<file path="src/design/u8ld_pkg.sv">
// Shared types, constants and the byte classifier of the UTF-8 line decoder.
package u8ld_pkg;

  // Byte codes and masks used by the decoder.
  localparam logic [7:0] CR_BYTE    = 8'h0D;
  localparam logic [7:0] LF_BYTE    = 8'h0A;
  localparam logic [7:0] LEAD4_MASK = 8'hF8;
  localparam logic [7:0] LEAD4_CODE = 8'hF0;
  localparam logic [7:0] LEAD3_MASK = 8'hF0;
  localparam logic [7:0] LEAD3_CODE = 8'hE0;
  localparam logic [7:0] LEAD2_MASK = 8'hE0;
  localparam logic [7:0] LEAD2_CODE = 8'hC0;
  localparam logic [1:0] CONT_PREFIX = 2'b10;

  localparam int unsigned CP_W = 21;

  // One input item after classification.
  typedef struct packed {
    logic       end_of_stream;
    logic [7:0] data_byte;
    logic [2:0] lead_len;
    logic       is_cr;
    logic       is_lf;
  } item_t;

  // One decoded character.
  typedef struct packed {
    logic [CP_W-1:0] code_point;
    logic            line_end;
    logic            malformed;
  } res_t;

  // Request from the sequencer to the output stage for one processing step.
  typedef struct packed {
    logic step;
    logic has_res;
    logic final_step;
    res_t res;
  } emit_req_t;

  // Classify a raw byte: sequence length opened by it and the special codes.
  function automatic item_t classify(input logic [7:0] b, input logic eos);
    item_t it;
    it.end_of_stream = eos;
    it.data_byte     = b;
    if ((b & LEAD4_MASK) == LEAD4_CODE) begin
      it.lead_len = 3'd4;
    end else if ((b & LEAD3_MASK) == LEAD3_CODE) begin
      it.lead_len = 3'd3;
    end else if ((b & LEAD2_MASK) == LEAD2_CODE) begin
      it.lead_len = 3'd2;
    end else begin
      it.lead_len = 3'd1;
    end
    it.is_cr = (b == CR_BYTE);
    it.is_lf = (b == LF_BYTE);
    return it;
  endfunction

endpackage

</file>
<file path="src/design/utf8_line_decoder.sv">
// Top level of the UTF-8 line decoder: input queue, sequencer and output stage.
//
//   Channel  Direction  Payload
//   in_      slave      tdata[7:0] data_byte, tuser end_of_stream
//   out_     master     tdata[20:0] code_point, tuser[0] line_end,
//                       tuser[1] malformed, tlast last_of_run
//
// The sequencer takes one byte or end item per cycle unless the output holds it,
// so plain bytes and good sequences sustain one transfer per cycle. The held bytes
// after the lead of a failed sequence (up to three) are decoded again before the
// next input item; a last result that follows a held one stalls the sequencer.
// Reset is synchronous and clears only control state; there is no clearing pass.
// A two-entry input queue and the output register let either side stall alone.
module utf8_line_decoder (
  input  logic        clk,
  input  logic        rst_n,
  input  logic        in_tvalid,
  output logic        in_tready,
  input  logic [7:0]  in_tdata,   // data_byte
  input  logic        in_tuser,   // end_of_stream
  output logic        out_tvalid,
  input  logic        out_tready,
  output logic [23:0] out_tdata,  // code_point, zero fill
  output logic [1:0]  out_tuser,  // line_end, malformed
  output logic        out_tlast   // last_of_run
);
  import u8ld_pkg::*;

  logic      head_valid;
  item_t     head;
  logic      pop;
  logic      emit_ready;
  emit_req_t req;

  u8ld_front u_front (
    .clk        (clk),
    .rst_n      (rst_n),
    .in_tvalid  (in_tvalid),
    .in_tready  (in_tready),
    .in_tdata   (in_tdata),
    .in_tuser   (in_tuser),
    .head_valid (head_valid),
    .head       (head),
    .pop        (pop)
  );

  u8ld_back u_back (
    .clk        (clk),
    .rst_n      (rst_n),
    .head_valid (head_valid),
    .head       (head),
    .pop        (pop),
    .emit_ready (emit_ready),
    .req        (req)
  );

  u8ld_emit u_emit (
    .clk        (clk),
    .rst_n      (rst_n),
    .req        (req),
    .emit_ready (emit_ready),
    .out_tvalid (out_tvalid),
    .out_tready (out_tready),
    .out_tdata  (out_tdata),
    .out_tuser  (out_tuser),
    .out_tlast  (out_tlast)
  );

endmodule

</file>
<file path="src/design/u8ld_front.sv">
// Input side: accepts items, classifies them and queues them for the sequencer.
module u8ld_front (
  input  logic           clk,
  input  logic           rst_n,
  input  logic           in_tvalid,
  output logic           in_tready,
  input  logic [7:0]     in_tdata,   // data_byte
  input  logic           in_tuser,   // end_of_stream
  output logic           head_valid,
  output u8ld_pkg::item_t head,
  input  logic           pop
);
  import u8ld_pkg::*;

  localparam int unsigned QDEPTH = 2;
  localparam int unsigned PTR_W  = $clog2(QDEPTH);
  localparam int unsigned CNT_W  = $clog2(QDEPTH + 1);

  item_t            queue_r [QDEPTH];
  logic [PTR_W-1:0] wr_ptr_r, wr_ptr_nxt;
  logic [PTR_W-1:0] rd_ptr_r, rd_ptr_nxt;
  logic [CNT_W-1:0] cnt_r, cnt_nxt;
  logic             push;

  assign in_tready  = (cnt_r != CNT_W'(QDEPTH));
  assign push       = in_tvalid && in_tready;
  assign head_valid = (cnt_r != '0);
  assign head       = queue_r[rd_ptr_r];

  // Pointer and fill count update for one transfer in and one pop out.
  always_comb begin
    wr_ptr_nxt = wr_ptr_r;
    rd_ptr_nxt = rd_ptr_r;
    cnt_nxt    = cnt_r;
    if (push) begin
      wr_ptr_nxt = (wr_ptr_r == PTR_W'(QDEPTH - 1)) ? '0 : wr_ptr_r + PTR_W'(1);
    end
    if (pop) begin
      rd_ptr_nxt = (rd_ptr_r == PTR_W'(QDEPTH - 1)) ? '0 : rd_ptr_r + PTR_W'(1);
    end
    if (push && !pop) begin
      cnt_nxt = cnt_r + CNT_W'(1);
    end else if (pop && !push) begin
      cnt_nxt = cnt_r - CNT_W'(1);
    end
  end

  always_ff @(posedge clk) begin
    if (!rst_n) begin
      wr_ptr_r <= '0;
      rd_ptr_r <= '0;
      cnt_r    <= '0;
    end else begin
      wr_ptr_r <= wr_ptr_nxt;
      rd_ptr_r <= rd_ptr_nxt;
      cnt_r    <= cnt_nxt;
    end
  end

  // Queue storage; classified on the way in.
  always_ff @(posedge clk) begin
    if (push) begin
      queue_r[wr_ptr_r] <= classify(in_tdata, in_tuser);
    end
  end

endmodule

</file>
<file path="src/design/u8ld_back.sv">
// Sequencer: holds open sequences, checks them and replays bytes of failed ones.
module u8ld_back (
  input  logic                clk,
  input  logic                rst_n,
  input  logic                head_valid,
  input  u8ld_pkg::item_t     head,
  output logic                pop,
  input  logic                emit_ready,
  output u8ld_pkg::emit_req_t req
);
  import u8ld_pkg::*;

  logic [7:0] held_r [4];
  logic [7:0] held_nxt [4];
  logic [2:0] cnt_r, cnt_nxt;
  logic [2:0] slen_r, slen_nxt;
  logic [7:0] rq_r [3];
  logic [7:0] rq_nxt [3];
  logic [1:0] rq_cnt_r, rq_cnt_nxt;

  logic       from_rq;
  logic       go;
  item_t      cur;
  logic [7:0] rem [3];
  logic [1:0] rem_cnt;
  logic [7:0] h [4];
  logic [2:0] new_cnt;
  logic       ok;
  logic [CP_W-1:0] cp;
  res_t       res;
  logic       has_res;

  assign from_rq = (rq_cnt_r != 2'd0);
  assign go      = (from_rq || head_valid) && emit_ready;
  assign pop     = go && !from_rq;
  assign cur     = from_rq ? classify(rq_r[0], 1'b0) : head;

  // Replay bytes left once the front one is taken.
  assign rem[0]  = rq_r[1];
  assign rem[1]  = rq_r[2];
  assign rem[2]  = 8'h00;
  assign rem_cnt = from_rq ? rq_cnt_r - 2'd1 : 2'd0;

  // Held bytes with the current byte placed at the next free entry.
  always_comb begin
    for (int i = 0; i < 4; i++) begin
      h[i] = held_r[i];
    end
    h[cnt_r[1:0]] = cur.data_byte;
  end

  assign new_cnt = cnt_r + 3'd1;

  // Continuation prefix check and code point assembly by sequence length.
  always_comb begin
    ok = (h[1][7:6] == CONT_PREFIX);
    cp = '0;
    case (slen_r)
      3'd2: begin
        cp = {10'd0, h[0][4:0], h[1][5:0]};
      end
      3'd3: begin
        ok = ok && (h[2][7:6] == CONT_PREFIX);
        cp = {5'd0, h[0][3:0], h[1][5:0], h[2][5:0]};
      end
      3'd4: begin
        ok = ok && (h[2][7:6] == CONT_PREFIX) && (h[3][7:6] == CONT_PREFIX);
        cp = {h[0][2:0], h[1][5:0], h[2][5:0], h[3][5:0]};
      end
      default: begin
        cp = '0;
      end
    endcase
  end

  // One processing step of a byte or an end item.
  always_comb begin
    for (int i = 0; i < 4; i++) begin
      held_nxt[i] = held_r[i];
    end
    for (int i = 0; i < 3; i++) begin
      rq_nxt[i] = rem[i];
    end
    cnt_nxt    = cnt_r;
    slen_nxt   = slen_r;
    rq_cnt_nxt = rem_cnt;
    has_res    = 1'b0;
    res        = '0;
    if (cur.end_of_stream) begin
      // A pending lead goes out alone; partial continuations are dropped.
      if (slen_r != 3'd0) begin
        has_res       = 1'b1;
        res.code_point = {13'd0, held_r[0]};
        res.malformed  = 1'b1;
      end
      cnt_nxt  = 3'd0;
      slen_nxt = 3'd0;
    end else if (slen_r == 3'd0) begin
      if (cur.lead_len > 3'd1) begin
        held_nxt[0] = cur.data_byte;
        cnt_nxt     = 3'd1;
        slen_nxt    = cur.lead_len;
      end else if (!cur.is_cr) begin
        has_res        = 1'b1;
        res.code_point = {13'd0, cur.data_byte};
        res.line_end   = cur.is_lf;
      end
    end else begin
      for (int i = 0; i < 4; i++) begin
        held_nxt[i] = h[i];
      end
      cnt_nxt = new_cnt;
      if (new_cnt == slen_r) begin
        has_res  = 1'b1;
        cnt_nxt  = 3'd0;
        slen_nxt = 3'd0;
        if (ok) begin
          res.code_point = cp;
        end else begin
          // Failed sequence: lead passes through, the rest is decoded again first.
          res.code_point = {13'd0, h[0]};
          res.malformed  = 1'b1;
          rq_cnt_nxt     = rem_cnt + 2'(slen_r - 3'd1);
          case (slen_r)
            3'd2: begin
              rq_nxt[0] = h[1];
              rq_nxt[1] = rem[0];
              rq_nxt[2] = rem[1];
            end
            3'd3: begin
              rq_nxt[0] = h[1];
              rq_nxt[1] = h[2];
              rq_nxt[2] = rem[0];
            end
            default: begin
              rq_nxt[0] = h[1];
              rq_nxt[1] = h[2];
              rq_nxt[2] = h[3];
            end
          endcase
        end
      end
    end
  end

  assign req.step       = go;
  assign req.has_res    = has_res;
  assign req.final_step = (rq_cnt_nxt == 2'd0);
  assign req.res        = res;

  always_ff @(posedge clk) begin
    if (!rst_n) begin
      cnt_r    <= 3'd0;
      slen_r   <= 3'd0;
      rq_cnt_r <= 2'd0;
    end else if (go) begin
      cnt_r    <= cnt_nxt;
      slen_r   <= slen_nxt;
      rq_cnt_r <= rq_cnt_nxt;
    end
  end

  // Held and replay bytes carry no reset; they are read only once written.
  always_ff @(posedge clk) begin
    if (go) begin
      for (int i = 0; i < 4; i++) begin
        held_r[i] <= held_nxt[i];
      end
      for (int i = 0; i < 3; i++) begin
        rq_r[i] <= rq_nxt[i];
      end
    end
  end

endmodule

</file>
<file path="src/design/u8ld_emit.sv">
// Output stage: holds one result back until it is known whether it ends its item.
module u8ld_emit (
  input  logic                clk,
  input  logic                rst_n,
  input  u8ld_pkg::emit_req_t req,
  output logic                emit_ready,
  output logic                out_tvalid,
  input  logic                out_tready,
  output logic [23:0]         out_tdata,   // code_point, zero fill
  output logic [1:0]          out_tuser,   // line_end, malformed
  output logic                out_tlast    // last_of_run
);
  import u8ld_pkg::*;

  logic out_valid_r, out_valid_nxt;
  res_t out_res_r, out_res_nxt;
  logic out_last_r, out_last_nxt;
  logic pend_valid_r, pend_valid_nxt;
  logic pend_closed_r, pend_closed_nxt;
  res_t pend_res_r, pend_res_nxt;
  logic out_free;

  assign out_free   = !out_valid_r || out_tready;
  assign emit_ready = out_free && !(pend_valid_r && pend_closed_r);

  // Route step results through the pending slot to the output register.
  always_comb begin
    out_valid_nxt   = out_valid_r && !out_tready;
    out_res_nxt     = out_res_r;
    out_last_nxt    = out_last_r;
    pend_valid_nxt  = pend_valid_r;
    pend_closed_nxt = pend_closed_r;
    pend_res_nxt    = pend_res_r;
    if (pend_valid_r && pend_closed_r) begin
      // A closed pending result ends its item.
      if (out_free) begin
        out_valid_nxt  = 1'b1;
        out_res_nxt    = pend_res_r;
        out_last_nxt   = 1'b1;
        pend_valid_nxt = 1'b0;
      end
    end else if (req.step) begin
      if (req.has_res && pend_valid_r) begin
        // Earlier result is not the last; the new one waits.
        out_valid_nxt   = 1'b1;
        out_res_nxt     = pend_res_r;
        out_last_nxt    = 1'b0;
        pend_res_nxt    = req.res;
        pend_closed_nxt = req.final_step;
      end else if (req.has_res && req.final_step) begin
        out_valid_nxt = 1'b1;
        out_res_nxt   = req.res;
        out_last_nxt  = 1'b1;
      end else if (req.has_res) begin
        pend_valid_nxt  = 1'b1;
        pend_closed_nxt = 1'b0;
        pend_res_nxt    = req.res;
      end else if (req.final_step && pend_valid_r) begin
        out_valid_nxt  = 1'b1;
        out_res_nxt    = pend_res_r;
        out_last_nxt   = 1'b1;
        pend_valid_nxt = 1'b0;
      end
    end
  end

  always_ff @(posedge clk) begin
    if (!rst_n) begin
      out_valid_r   <= 1'b0;
      pend_valid_r  <= 1'b0;
      pend_closed_r <= 1'b0;
    end else begin
      out_valid_r   <= out_valid_nxt;
      pend_valid_r  <= pend_valid_nxt;
      pend_closed_r <= pend_closed_nxt;
    end
  end

  always_ff @(posedge clk) begin
    out_res_r  <= out_res_nxt;
    out_last_r <= out_last_nxt;
    pend_res_r <= pend_res_nxt;
  end

  assign out_tvalid = out_valid_r;
  assign out_tdata  = {3'd0, out_res_r.code_point};
  assign out_tuser  = {out_res_r.malformed, out_res_r.line_end};
  assign out_tlast  = out_last_r;

endmodule

</file>
<file path="config.mk">
export PLATFORM = sky130hd
export DESIGN_NAME = utf8_line_decoder
export DESIGN_NICKNAME = d
export VERILOG_FILES = /design/src/design/u8ld_pkg.sv /design/src/design/utf8_line_decoder.sv /design/src/design/u8ld_front.sv /design/src/design/u8ld_back.sv /design/src/design/u8ld_emit.sv
export SDC_FILE = /design/constraint.sdc
export NUM_CORES = 1
export LEC_CHECK = 0
export ABC_CLOCK_PERIOD_IN_PS = 3660
export BUFFER_PORTS_ARGS = -buffer_cell sky130_fd_sc_hd__buf_2
export CAP_MARGIN = 20
export CORE_UTILIZATION = 50
export CTS_CLUSTER_SIZE = 30
export DETAILED_ROUTE_END_ITERATION = 10
export HOLD_SLACK_MARGIN = 0.1
export PLACE_DENSITY = 0.73
export SYNTH_ARGS = -nofsm -noshare
export SYNTH_HDL_FRONTEND = slang
export SYNTH_SLANG_ARGS = --single-unit
</file>
<file path="constraint.sdc">
create_clock -name clk -period 3.66 [get_ports clk]
set_clock_uncertainty 0.05 [all_clocks]
set_input_delay 0.183 -clock clk [delete_from_list [all_inputs] [get_ports clk]]
set_output_delay 0.183 -clock clk [all_outputs]
set_load 0.005 [all_outputs]
</file>
==> impl_results.rst, run 1 <==
.. list-table::
   :header-rows: 1

   * - Metric
     - Value
   * - Run status
     - complete, no violations
   * - Delay-heaviest family, CP
     - compound AO/OA/AOI/OAI gates
   * - Port-buffer cells
     - 38
   * - Count of endpoints failing hold in the final timing report
     - 0
   * - Pre-antenna DRT Iters
     - 7
   * - Proportion of layout cells with a drive suffix above 1
     - 0.237
   * - TritonCTS clock tree
     - built
   * - Worst setup timing slack at the placement stage
     - around 250 ps
   * - Clk slew on worst S/H paths
     - roughly 60 ps
   * - Skew-Pair Late Insertion Delay
     - 430 ps
   * - Vias in the first global route
     - 4996
   * - Met3 layer wire length in the routed design
     - between 900 and 1000 um
   * - Crit path launch type
     - register
   * - X dimension of the die
     - approximately 120 um
   * - Power Dens Cells
     - between 900 and 1000 mW/mm^2
   * - Data required, critical path
     - roughly 3800 ps
   * - Root Driver
     - clkbuf_16
   * - Net Sw Frac
     - 0.380
   * - Post-CTS Setup Repair Bufs
     - 0
   * - Most common flop cell mapped by yosys
     - edfxtp_1
   * - Combinational cell fraction of total power
     - 0.447
   * - Worst setup path class
     - register to register
   * - Synthesized-area fraction occupied by ao, oa, aoi and oai cells
     - 0.123
   * - Maximum fanout encountered on the critical timing path
     - 17
   * - Area added between synthesis and finish
     - 17.9%
   * - Count of standard-cell rows
     - between 40 and 50
   * - Clock tree sinks
     - approximately 150
   * - Relative slew margins
     - 0.281
   * - Mux contribution to synthesized area
     - 0.109
   * - Placer congestion estimate
     - ~0.94
   * - Switching Power
     - 3.23 mW
   * - Drt first-iter violations
     - 547
   * - Antenna-violating nets left
     - 0
   * - Cell area after layout
     - roughly 0.0086 mm^2
   * - Total vias in the final route
     - between 5000 and 6000
   * - Critical path buffer and inverter count
     - 3
   * - Hold/Removal Path Class
     - primary input to register
   * - Total internal power
     - approximately 5.3 mW
   * - Largest family of logic cells by synthesized area
     - compound AO/OA/AOI/OAI gates
   * - Max cap viols
     - 0
   * - Simple logic cell fraction of the synthesized area
     - 0.123
   * - Xor/xnor share of the synthesized area
     - 0.0151
   * - Data arrival time of the critical path
     - 3370 ps
   * - CTS Buffer Depth
     - 2
   * - Final cell count without fillers
     - about 900
   * - Count of nets after finishing
     - 716
   * - Final Critical Period
     - 3230 ps
   * - Sequential fraction of design power
     - 0.356
   * - Maximum frequency from static timing analysis
     - roughly 310 MHz
   * - Worst-path cell with the longest stage delay
     - dfxtp_1
   * - Worst IR drop on VDD
     - around 0.46 mV
   * - Wire length of the first global-routing pass
     - approximately 28000 um
   * - Reported leakage power
     - 3.22 nW
   * - Number of inserted diodes
     - 0
   * - Std-Cell Core Area
     - 0.0141 mm^2
   * - Initial cell density of the core
     - 0.519
   * - Routed len/inst
     - 20.0 um
   * - Highest routing layer actually used
     - met4
   * - Number of placed cells counting well taps
     - around 840
   * - Endpoint kind of the worst setup timing path
     - register
   * - Met2 layer wire length in the routed design
     - about 8300 um
   * - Final clock period utilization by the worst path
     - 0.883
   * - Number of buffers created by CTS
     - 17
   * - Total routed wire length on the met1 layer
     - slightly below 8000 um
   * - Count of state elements after synthesis
     - 147
   * - Detailed-placement wirelength estimate
     - about 13000 um
   * - Syn Inst Count
     - roughly 610
   * - Vias per std cell
     - 5.86
   * - Overall track demand over capacity in global routing
     - 0.253
   * - Final worst slack
     - ~430 ps
   * - DIE AREA
     - about 0.015 mm^2
   * - Top-level I/O count
     - between 40 and 50
   * - Post-detailed-route DRC marker count
     - 0
   * - Post-synth EDFFs
     - between 100 and 150
   * - Transition time at the pin with the least slew margin
     - around 1100 ps
   * - Adder-cell share of the synthesized area
     - 0.0103
   * - Final setup violating endpoints
     - 0
   * - Die Y
     - 123 um
   * - Number of antenna violations at the first check in global routing
     - 0
   * - RSZ-0062 raised after global routing
     - false
   * - Stage delay of the slowest cell on the critical path
     - between 600 and 700 ps
   * - Post-Synthesis Cell Area
     - between 0.007 and 0.008 mm^2
   * - Final wirelength
     - approximately 18000 um
   * - Sequential cell area fraction in the yosys report
     - 0.582
   * - Crit path cell chain
     - or2_1 > buf_4 > o21ai_0 > clkbuf_4 > mux2i_1 > inv_1 > a222oi_1 > a211oi_1 > a221o_1 > mux2_4
   * - Total negative slack for setup checks
     - 0 ps
   * - Final Max Tran Viols
     - 0
   * - YS warnings
     - 0
   * - H-tree depth
     - 4
   * - Leftover overflow at the end of global routing
     - 0
   * - Async set-or-reset flop fraction in the synthesized netlist
     - 0
   * - Largest net degree at the start of global routing
     - 29
   * - Post-synthesis cell type count
     - 71
   * - Syn avg cell area
     - 11.9 um^2
   * - Share of power burned in the clock network
     - 0.197
   * - Placement Cell Area
     - between 0.007 and 0.008 mm^2
## cell usage in the layout, fill, tap and decap left out, drive strengths merged, types with 5 or more instances in the layout
cell and n:
clkbuf 20, xor2 5, a21oi 37, dfxtp 16
clkinv 10, nand2 56, edfxtp 131, inv 28
nor2b 9, buf 82, xnor2 5, nand3 6
a22oi 8, o221ai 6, nor2 73, a211oi 12
ha 6, nor3 8, mux2 36, mux2i 32
nand2b 5, dlygate4sd3 11, o21ai 34
## sequential cells by signal (all words and copies together) (netlist names), named ones only
register / count
u_front.queue_r: 28
u_emit.pend_closed_r: 1
u_back.slen_r: 3
u_emit.pend_res_r: 23
u_back.rq_r: 24
u_emit.out_tuser: 2
u_emit.pend_valid_r: 1
u_front.rd_ptr_r: 1
u_emit.out_tvalid: 1
u_emit.out_tdata: 21
u_back.held_r: 32
u_back.rq_cnt_r: 2
u_front.cnt_r: 2
u_back.cnt_r: 3
u_emit.out_tlast: 1
u_front.wr_ptr_r: 1
## cells in the mapped netlist (all sizes together), types with 2 or more instances
cell type  instances  area share
a31oi              3      0.0026
o21ai             34       0.025
and3b              2      0.0024
xnor2              5      0.0060
a2111oi            2      0.0024
clkinv             3      0.0015
nand3              6      0.0048
nor4b              2      0.0024
edfxtp           131        0.54
nor3b              4      0.0041
ha                 6       0.010
a21oi             37       0.027
buf               18       0.016
and2               4      0.0038
nor4               3      0.0034
o22ai              2      0.0017
o32ai              4      0.0084
nand2b             5      0.0043
o21a               4      0.0041
nor2b              9      0.0077
mux2i             32       0.044
dfxtp             16       0.044
o211ai             4      0.0041
a211oi            12       0.012
a22oi              8      0.0082
clkbuf            13      0.0067
inv               27       0.014
a221oi             4      0.0048
nor3               8      0.0062
mux2              36       0.065
nand2             56       0.029
a22o               2      0.0024
nand3b             3      0.0048
or3b               2      0.0027
and3               3      0.0026
or3                4      0.0034
nor2              73       0.038
o221ai             6      0.0080
a21o               3      0.0031
xor2               5      0.0060
a211o              2      0.0024
## final timing paths
path                                          from  cells after the start  slack [ps]                  end
worst max-delay path            u_back.rq_cnt_r[1]                     10         430  u_emit.out_tdata[5]
worst min-delay path                    out_tready                      3         140  u_emit.pend_valid_r
worst max register to register  u_back.rq_cnt_r[1]                     10         430  u_emit.out_tdata[5]
worst min register to register  u_back.rq_r[0][18]                      2         470   u_back.rq_r[0][10]
## worst reg2reg max path, cell delays in order, from the launching register on
cell and delay [ps]:
dfxtp_1 630, or2_1 210, buf_4 160, o21ai_0 130
clkbuf_4 210, mux2i_1 290, inv_1 130, a222oi_1 450
a211oi_1 140, a221o_1 320, mux2_4 280
## cell type report
| cell class | instances | area [um^2] |
|---|---|---|
| Clock inverter | 13 | 136 |
| Timing Repair Buffer | 94 | 662 |
| Inverter | 30 | 113 |
| Multi-Input combinational cell | 407 | 2800 |
| Tap cell | 180 | 225 |
| Fill cell | 1134 | 5470 |
| Sequential cell | 147 | 4250 |
| Clock buffer | 19 | 433 |
## power by group through the flow
stage / Combinational, mW / Clock [mW] / Sequential (mW)
finish: 3.80 / 1.68 / 3.02
global placement: 3.63 / 0 / 3.02
floorplan: 2.53 / 0 / 2.93
detailed placement: 3.70 / 0 / 3.05
CTS: 3.73 / 1.70 / 3.02
global route: 4.10 / 1.76 / 3.08
## cells by family (layout without fill, tap and decap cells)
| family | Yosys count | in the layout |
|---|---|---|
| muxes | 68 | 68 |
| buffers and inverters | 61 | 156 |
| DFF | 147 | 147 |
| other | 1 | 3 |
| AOI/OAI and AO/OA | 132 | 132 |
| and+or+nand+nor | 187 | 187 |
| adders and majority gates | 6 | 6 |
| xor gates and xnor gates | 11 | 11 |
## per-stage QoR
step / total power [mW] / hold slack (ps) / util
2_1_floorplan: 5.46 / 232 / -
3_3_place_gp: 6.65 / 325 / 0.561
3_5_place_dp: 6.76 / 340 / 0.561
4_1_cts: 8.45 / 124 / 0.609
5_1_grt: 8.94 / 168 / 0.612
6_report: 8.50 / 141 / 0.612
## what timing repair did
item / 4_1_cts / 5_1_grt
hold endpoints to repair: 30 / 0
hold buffers: 11 / 0
gates resized for setup: 0 / 0
## per-layer routing
layer | vias up | track usage
met5 | - | 0
met4 | 0 | 0.128
met3 | 47 | 0.0517
met2 | 206 | 0.398
met1 | 2539 | 0.332
li1 | 2426 | -
No activity file was read; power rests on OpenSTA's default activity.
==> run 2, diff against run 1 <==
Settings changed: CTS_BUF_LIST set to sky130_fd_sc_hd__clkbuf_16.
==> impl_results.rst, run 2 (synthesized netlist as in run 1, its figures left out) <==
.. list-table::
   :header-rows: 1

   * - Metric
     - Value
   * - Run status
     - complete, no violations
   * - Total internal power
     - roughly 5.3 mW
   * - Final Critical Period
     - between 3000 and 4000 ps
   * - Number of antenna violations at the first check in global routing
     - 0
   * - Final setup violating endpoints
     - 0
   * - Final worst slack
     - 416 ps
   * - Top flop regs
     - u_back.held_r (32), u_front.queue_r (28), u_back.rq_r (24)
   * - Data arrival time of the critical path
     - ~3400 ps
   * - Register ranked first by flip-flop count
     - u_back.held_r
   * - Routing usage on met2
     - 0.398
   * - Total vias in the final route
     - about 5200
   * - Endpoint kind of the worst setup timing path
     - register
   * - Port-buffer cells
     - 38
   * - Worst IR drop on VDD
     - between 0.4 and 0.5 mV
   * - Top-level I/O count
     - 42
   * - Core Util, Final
     - 0.612
   * - Die Y
     - approximately 120 um
   * - Clk slew on worst S/H paths
     - about 60 ps
   * - Maximum frequency from static timing analysis
     - roughly 310 MHz
   * - Routed len/inst
     - between 20 and 25 um
   * - Number of fillers in the final layout
     - around 1100
   * - Area added between synthesis and finish
     - 17.9%
   * - Top Usage Layer GRT
     - met2
   * - Stage delay of the slowest cell on the critical path
     - 630 ps
   * - Switching Power
     - 3.24 mW
   * - RSZ-0062 raised after global routing
     - false
   * - Final clock period utilization by the worst path
     - 0.886
   * - Most common library cell in the layout ignoring fill and taps
     - edfxtp_1
   * - Drt first-iter violations
     - 547
   * - Cell area after layout
     - roughly 0.0086 mm^2
   * - H-tree depth
     - 4
   * - Worst setup path class
     - register to register
   * - Hold/Removal Path Class
     - primary input to register
   * - Critical path buffer and inverter count
     - 3
   * - Count of standard-cell rows
     - 43
   * - Placement Cell Area
     - 0.00791 mm^2
   * - Share of power burned in the clock network
     - 0.197
   * - Std-Cell Core Area
     - between 0.01 and 0.015 mm^2
   * - Wire length of the first global-routing pass
     - around 28000 um
   * - Met1 track demand over resource
     - 0.332
   * - Delay-heaviest family, CP
     - compound AO/OA/AOI/OAI gates
   * - Number of buffers created by CTS
     - 17
   * - Antenna-violating nets left
     - 0
   * - Cts repair resizes
     - 0
   * - Skew-Pair Late Insertion Delay
     - approximately 430 ps
   * - Data required, critical path
     - approximately 3800 ps
   * - Root Driver
     - clkbuf_16
   * - Total negative slack for setup checks
     - 0 ps
   * - Cell count along the critical path
     - 10
   * - CTS Buffer Depth
     - 2
   * - Power Dens Cells
     - ~990 mW/mm^2
   * - Count of nets after finishing
     - between 700 and 800
   * - Overall track demand over capacity in global routing
     - 0.253
   * - Placer congestion estimate
     - 0.944
   * - Detailed-placement wirelength estimate
     - 12800 um
   * - Worst-path cell with the longest stage delay
     - dfxtp_1
   * - Flip-flop count of the largest register after layout
     - 32
   * - Reported leakage power
     - 3.23 nW
   * - Clock tree sinks
     - roughly 150
   * - Sequential fraction of design power
     - 0.355
   * - Post-CTS Setup Repair Bufs
     - 0
   * - Count of endpoints failing hold in the final timing report
     - 0
   * - X dimension of the die
     - about 120 um
   * - Post-detailed-route DRC marker count
     - 0
   * - Met3 capacity usage during global routing
     - 0.0517
   * - Largest net degree at the start of global routing
     - 29
   * - Hold bufs inserted after CTS
     - 11
   * - Maximum fanout encountered on the critical timing path
     - 17
   * - DIE AREA
     - roughly 0.015 mm^2
   * - Vias per std cell
     - just under 6
   * - Pre-antenna DRT Iters
     - 5
   * - Proportion of layout cells with a drive suffix above 1
     - 0.237
   * - Net Sw Frac
     - 0.381
   * - Worst setup timing slack at the placement stage
     - 250 ps
   * - Max cap viols
     - 0
   * - Crit path launch type
     - register
   * - Final wirelength
     - approximately 18000 um
   * - Initial cell density of the core
     - 0.519
   * - Commonest cells after routing, fill and taps aside
     - edfxtp_1 (131), nor2_1 (71), nand2_1 (55), buf_4 (41), buf_2 (38)
   * - Number of inserted diodes
     - 0
   * - Transition time at the pin with the least slew margin
     - ~1100 ps
   * - Crit path cell chain
     - or2_1 > buf_4 > o21ai_0 > clkbuf_4 > mux2i_1 > inv_1 > a222oi_1 > a211oi_1 > a221o_1 > mux2_4
   * - Leftover overflow at the end of global routing
     - 0
   * - Combinational cell fraction of total power
     - 0.448
   * - TritonCTS clock tree
     - built
   * - Cell depth of the worst min-delay path
     - 3
   * - Relative slew margins
     - 0.277
   * - Final Max Tran Viols
     - 0
   * - Number of cells on the worst reg-to-reg path
     - 10
   * - Vias in the first global route
     - 4996
run 2: cell count changes in the layout (fill, tap and decap cells not counted):
cell      change
inv_1         +2
clkbuf_1      -2
run 2: layout make-up:
type,instances,area [um^2],share of cell area
inverters,30,113,0.0131
flip-flops and latches,147,4250,0.493
clock inverters,15,144,0.0167
clock buffers,17,425,0.0493
well taps,180,225,0.0261
multi-input cells,407,2800,0.325
repair buffers,94,662,0.0767
run 2: tightest hold or removal path, stage by stage:
cell and delay [ps]:
buf_2 80, nor2b_1 80, o211a_1 230
run 2: path summary, 6_finish.rpt:
| path | startpoint | end | slack [ps] |
|---|---|---|---|
| setup / recovery | u_back.rq_cnt_r[1] | u_emit.out_tdata[5] | 420 |
| hold / removal | out_tready | u_emit.pend_valid_r | 140 |
| setup reg to reg | u_back.rq_cnt_r[1] | u_emit.out_tdata[5] | 420 |
| hold reg to reg | u_back.rq_r[0][18] | u_back.rq_r[0][10] | 470 |
run 2: metrics by stage:
step	hold slack (ps)	power (mW)	std cells
floorplan	232	5.46	615
global placement	325	6.65	844
detailed placement	340	6.76	844
CTS	124	8.45	887
global route	168	8.93	890
finish	142	8.50	890
run 2: power groups by stage:
stage               clock, mW  combinational (mW)  sequential (mW)
finish                   1.67                3.81             3.02
global route             1.76                4.10             3.08
CTS                      1.69                3.73             3.02
detailed placement          0                3.70             3.05
global placement            0                3.63             3.02
floorplan                   0                2.53             2.93
run 2: routing by layer:
layer | wire, um | share of wire
met3 | 1040 | 0.058
met2 | 8360 | 0.47
met1 | 7880 | 0.44
met5 | 0 | 0
met4 | 555 | 0.031
==> run 3, diff against run 2 <==
Settings changed: CORE_MARGIN set to 4, SYNTH_HIERARCHICAL set to 1.
==> impl_results.rst, run 3 <==
.. list-table::
   :header-rows: 1

   * - Metric
     - Value
   * - Run status
     - complete, no violations
   * - Syn avg cell area
     - approximately 12 um^2
   * - Overall track demand over capacity in global routing
     - 0.210
   * - Critical path buffer and inverter count
     - 2
   * - Worst reg2reg path endpoint
     - u_emit/out_tdata[20]
   * - Post-detailed-route DRC marker count
     - 0
   * - Most common library cell in the layout ignoring fill and taps
     - edfxtp_1
   * - Total negative slack for setup checks
     - 0 ps
   * - Post-synthesis cell type count
     - ~70
   * - CTS Buffer Depth
     - 2
   * - Transition time at the pin with the least slew margin
     - about 830 ps
   * - Drt first-iter violations
     - between 600 and 700
   * - RSZ-0062 raised after global routing
     - false
   * - Endpoint kind of the worst setup timing path
     - register
   * - Vias in the first global route
     - 4898
   * - Most common flop cell mapped by yosys
     - edfxtp_1
   * - Crit path cell chain
     - ha_1 > xnor2_1 > xnor2_1 > nor2_1 > o211a_1 > mux2i_1 > a211oi_1 > buf_4 > nand3b_4 > buf_4 > mux2_2
   * - Cell count along the critical path
     - 11
   * - Count of nets after finishing
     - around 690
   * - Number of antenna violations at the first check in global routing
     - 0
   * - Most area-consuming cells after synthesis
     - edfxtp_1 (53%), dfxtp_1 (4.4%), mux2_1 (4.1%)
   * - YS warnings
     - 6
   * - X dimension of the die
     - between 100 and 150 um
   * - Pre-antenna DRT Iters
     - 5
   * - Maximum frequency from static timing analysis
     - between 200 and 300 MHz
   * - Data required, critical path
     - approximately 3800 ps
   * - Count of state elements after synthesis
     - approximately 150
   * - Reported leakage power
     - 3.14 nW
   * - Count of standard-cell rows
     - 44
   * - Data arrival time of the critical path
     - between 3000 and 4000 ps
   * - Proportion of layout cells with a drive suffix above 1
     - 0.218
   * - Clock tree sinks
     - approximately 150
   * - Maximum fanout encountered on the critical timing path
     - 23
   * - Routed len/inst
     - just under 20 um
   * - TritonCTS clock tree
     - built
   * - Syn Inst Count
     - 609
   * - Most numerous cell in the Yosys netlist
     - edfxtp_1
   * - Final clock period utilization by the worst path
     - 0.935
   * - PnR Total Power
     - 6.55 mW
   * - Vias per std cell
     - between 5 and 6
   * - Cell depth of the worst min-delay path
     - 4
   * - Port-buffer cells
     - 38
   * - Clk slew on worst S/H paths
     - approximately 60 ps
   * - Wire length of the first global-routing pass
     - about 27000 um
   * - Final wirelength
     - 17100 um
   * - Crit path launch type
     - register
   * - RR Startpoint
     - u_back/cnt_r[0]
   * - Root Driver
     - clkbuf_16
   * - Worst setup slack for register-to-register paths
     - about 240 ps
   * - Cell type with the highest aggregate area in the netlist
     - edfxtp_1
   * - Post-synth EDFFs
     - 131
   * - Leading cell types by count after synthesis
     - edfxtp_1 (131), nor2_1 (60), nand2_1 (55)
   * - Antenna-violating nets left
     - 0
   * - Relative slew margins
     - 0.445
   * - Die Y
     - around 130 um
   * - Top flop regs
     - u_back/held_r (32), u_front/queue_r (28), u_back/rq_r (24)
   * - Largest net degree at the start of global routing
     - 25
   * - Detailed-placement wirelength estimate
     - approximately 12000 um
   * - Worst setup path class
     - register to register
   * - Worst IR drop on VDD
     - ~0.38 mV
   * - Final Max Tran Viols
     - 0
   * - Total vias in the final route
     - between 5000 and 6000
   * - Count of endpoints failing hold in the final timing report
     - 0
   * - Max cap viols
     - 0
   * - Final Critical Period
     - 3420 ps
   * - Final setup violating endpoints
     - 0
   * - Worst-path cell with the longest stage delay
     - mux2_2
   * - Commonest cells after routing, fill and taps aside
     - edfxtp_1 (131), nor2_1 (59), nand2_1 (55), a21oi_1 (42), buf_2 (38)
   * - Register ranked first by flip-flop count
     - u_back/held_r
   * - Initial cell density of the core
     - 0.508
   * - Area added between synthesis and finish
     - 16.5%
   * - H-tree depth
     - 4
   * - Post-CTS Setup Repair Bufs
     - 0
   * - Sequential cell area fraction in the yosys report
     - 0.578
   * - Number of fillers in the final layout
     - roughly 1200
   * - Top-area cell type share of the netlist area
     - 0.535
   * - Async set-or-reset flop fraction in the synthesized netlist
     - 0
   * - Power Dens Cells
     - 764 mW/mm^2
   * - Skew-Pair Late Insertion Delay
     - about 430 ps
   * - Number of cells on the worst reg-to-reg path
     - 11
   * - DIE AREA
     - roughly 0.017 mm^2
   * - Post-Synthesis Cell Area
     - 0.00736 mm^2
   * - Startpoint of the most critical hold path
     - out_tready
   * - Leftover overflow at the end of global routing
     - 0
   * - Number of buffers created by CTS
     - 17
   * - Delay-heaviest family, CP
     - multiplexers
   * - Std-Cell Core Area
     - about 0.014 mm^2
   * - Hold/Removal Path Class
     - primary input to register
   * - Destination of the worst hold path
     - u_emit/pend_valid_r
   * - Flip-flop count of the largest register after layout
     - 32
   * - Top-level I/O count
     - 42
   * - Placer congestion estimate
     - 0.911
   * - Stage delay of the slowest cell on the critical path
     - 400 ps
   * - Number of inserted diodes
     - 0
[run 3: repair_timing]
action,CTS,global route
hold buffers,11,0
setup endpoints to repair,0,47
hold endpoints to repair,35,0
resized for setup,0,1
[run 3: cell families (layout without fill, tap and decap cells)]
| kind of cell | after synthesis | in the layout | share of synthesized area |
|---|---|---|---|
| simple gates | 187 | 187 | 0.129 |
| flops | 147 | 147 | 0.578 |
| compound gates | 145 | 145 | 0.133 |
| mux | 61 | 61 | 0.102 |
| buf+inv | 52 | 129 | 0.0357 |
| xor+xnor | 9 | 9 | 0.0107 |
| fa+ha+maj | 7 | 7 | 0.0116 |
| other cells | 1 | 3 | 0.000510 |
[run 3: routing by layer]
| metal | vias to the layer above | GRT usage | part of all wire | routed length [um] |
|---|---|---|---|---|
| met5 | - | 0 | 0 | 0 |
| met3 | 28 | 0.0433 | 0.075 | 1280 |
| li1 | 2404 | - | - | - |
| met4 | 0 | 0.0741 | 0.019 | 329 |
| met2 | 236 | 0.337 | 0.48 | 8140 |
| met1 | 2473 | 0.286 | 0.43 | 7320 |
[run 3: worst reg2reg max path: stages, from the launching register on]
cell and delay, ps:
dfxtp_1 360, ha_1 320, xnor2_1 350, xnor2_1 140
nor2_1 240, o211a_1 360, mux2i_1 230, a211oi_1 90
buf_4 180, nand3b_4 80, buf_4 360, mux2_2 410
[run 3: worst max-delay path by stage]
stage                         start                    end
finish              u_back/cnt_r[0]   u_emit/out_tdata[20]
global placement    u_back/cnt_r[0]  u_emit/pend_res_r[19]
global route        u_back/cnt_r[0]   u_emit/out_tdata[20]
detailed placement  u_back/cnt_r[0]  u_emit/pend_res_r[18]
floorplan                  register   u_emit/pend_res_r[0]
CTS                 u_back/cnt_r[0]  u_emit/pend_res_r[13]
[run 3: final cells by class]
cell class,count,area (um^2),area share
multi-input combinational,412,2870,0.334
sequential,147,4250,0.496
timing repair buffer,81,553,0.0645
inverter,16,60.1,0.00701
clock buffer,17,425,0.0496
clock inverter,15,183,0.0213
tap,184,230,0.0269
[run 3: where the power goes]
part | switching [mW] | internal (mW) | total, mW
logic | 1.34 | 0.911 | 2.25
registers | 0.181 | 2.35 | 2.53
clock network | 0.694 | 1.08 | 1.77
[run 3: metrics by stage]
stage	cells	utilization	hold slack, ps	instance area (um^2)	worst slack, ps
global route	872	0.592	229	8570	73.8
CTS	872	0.592	183	8570	216
floorplan	611	-	232	7380	164
finish	872	0.592	213	8570	240
detailed placement	829	0.542	328	7850	219
global placement	829	0.542	323	7850	363
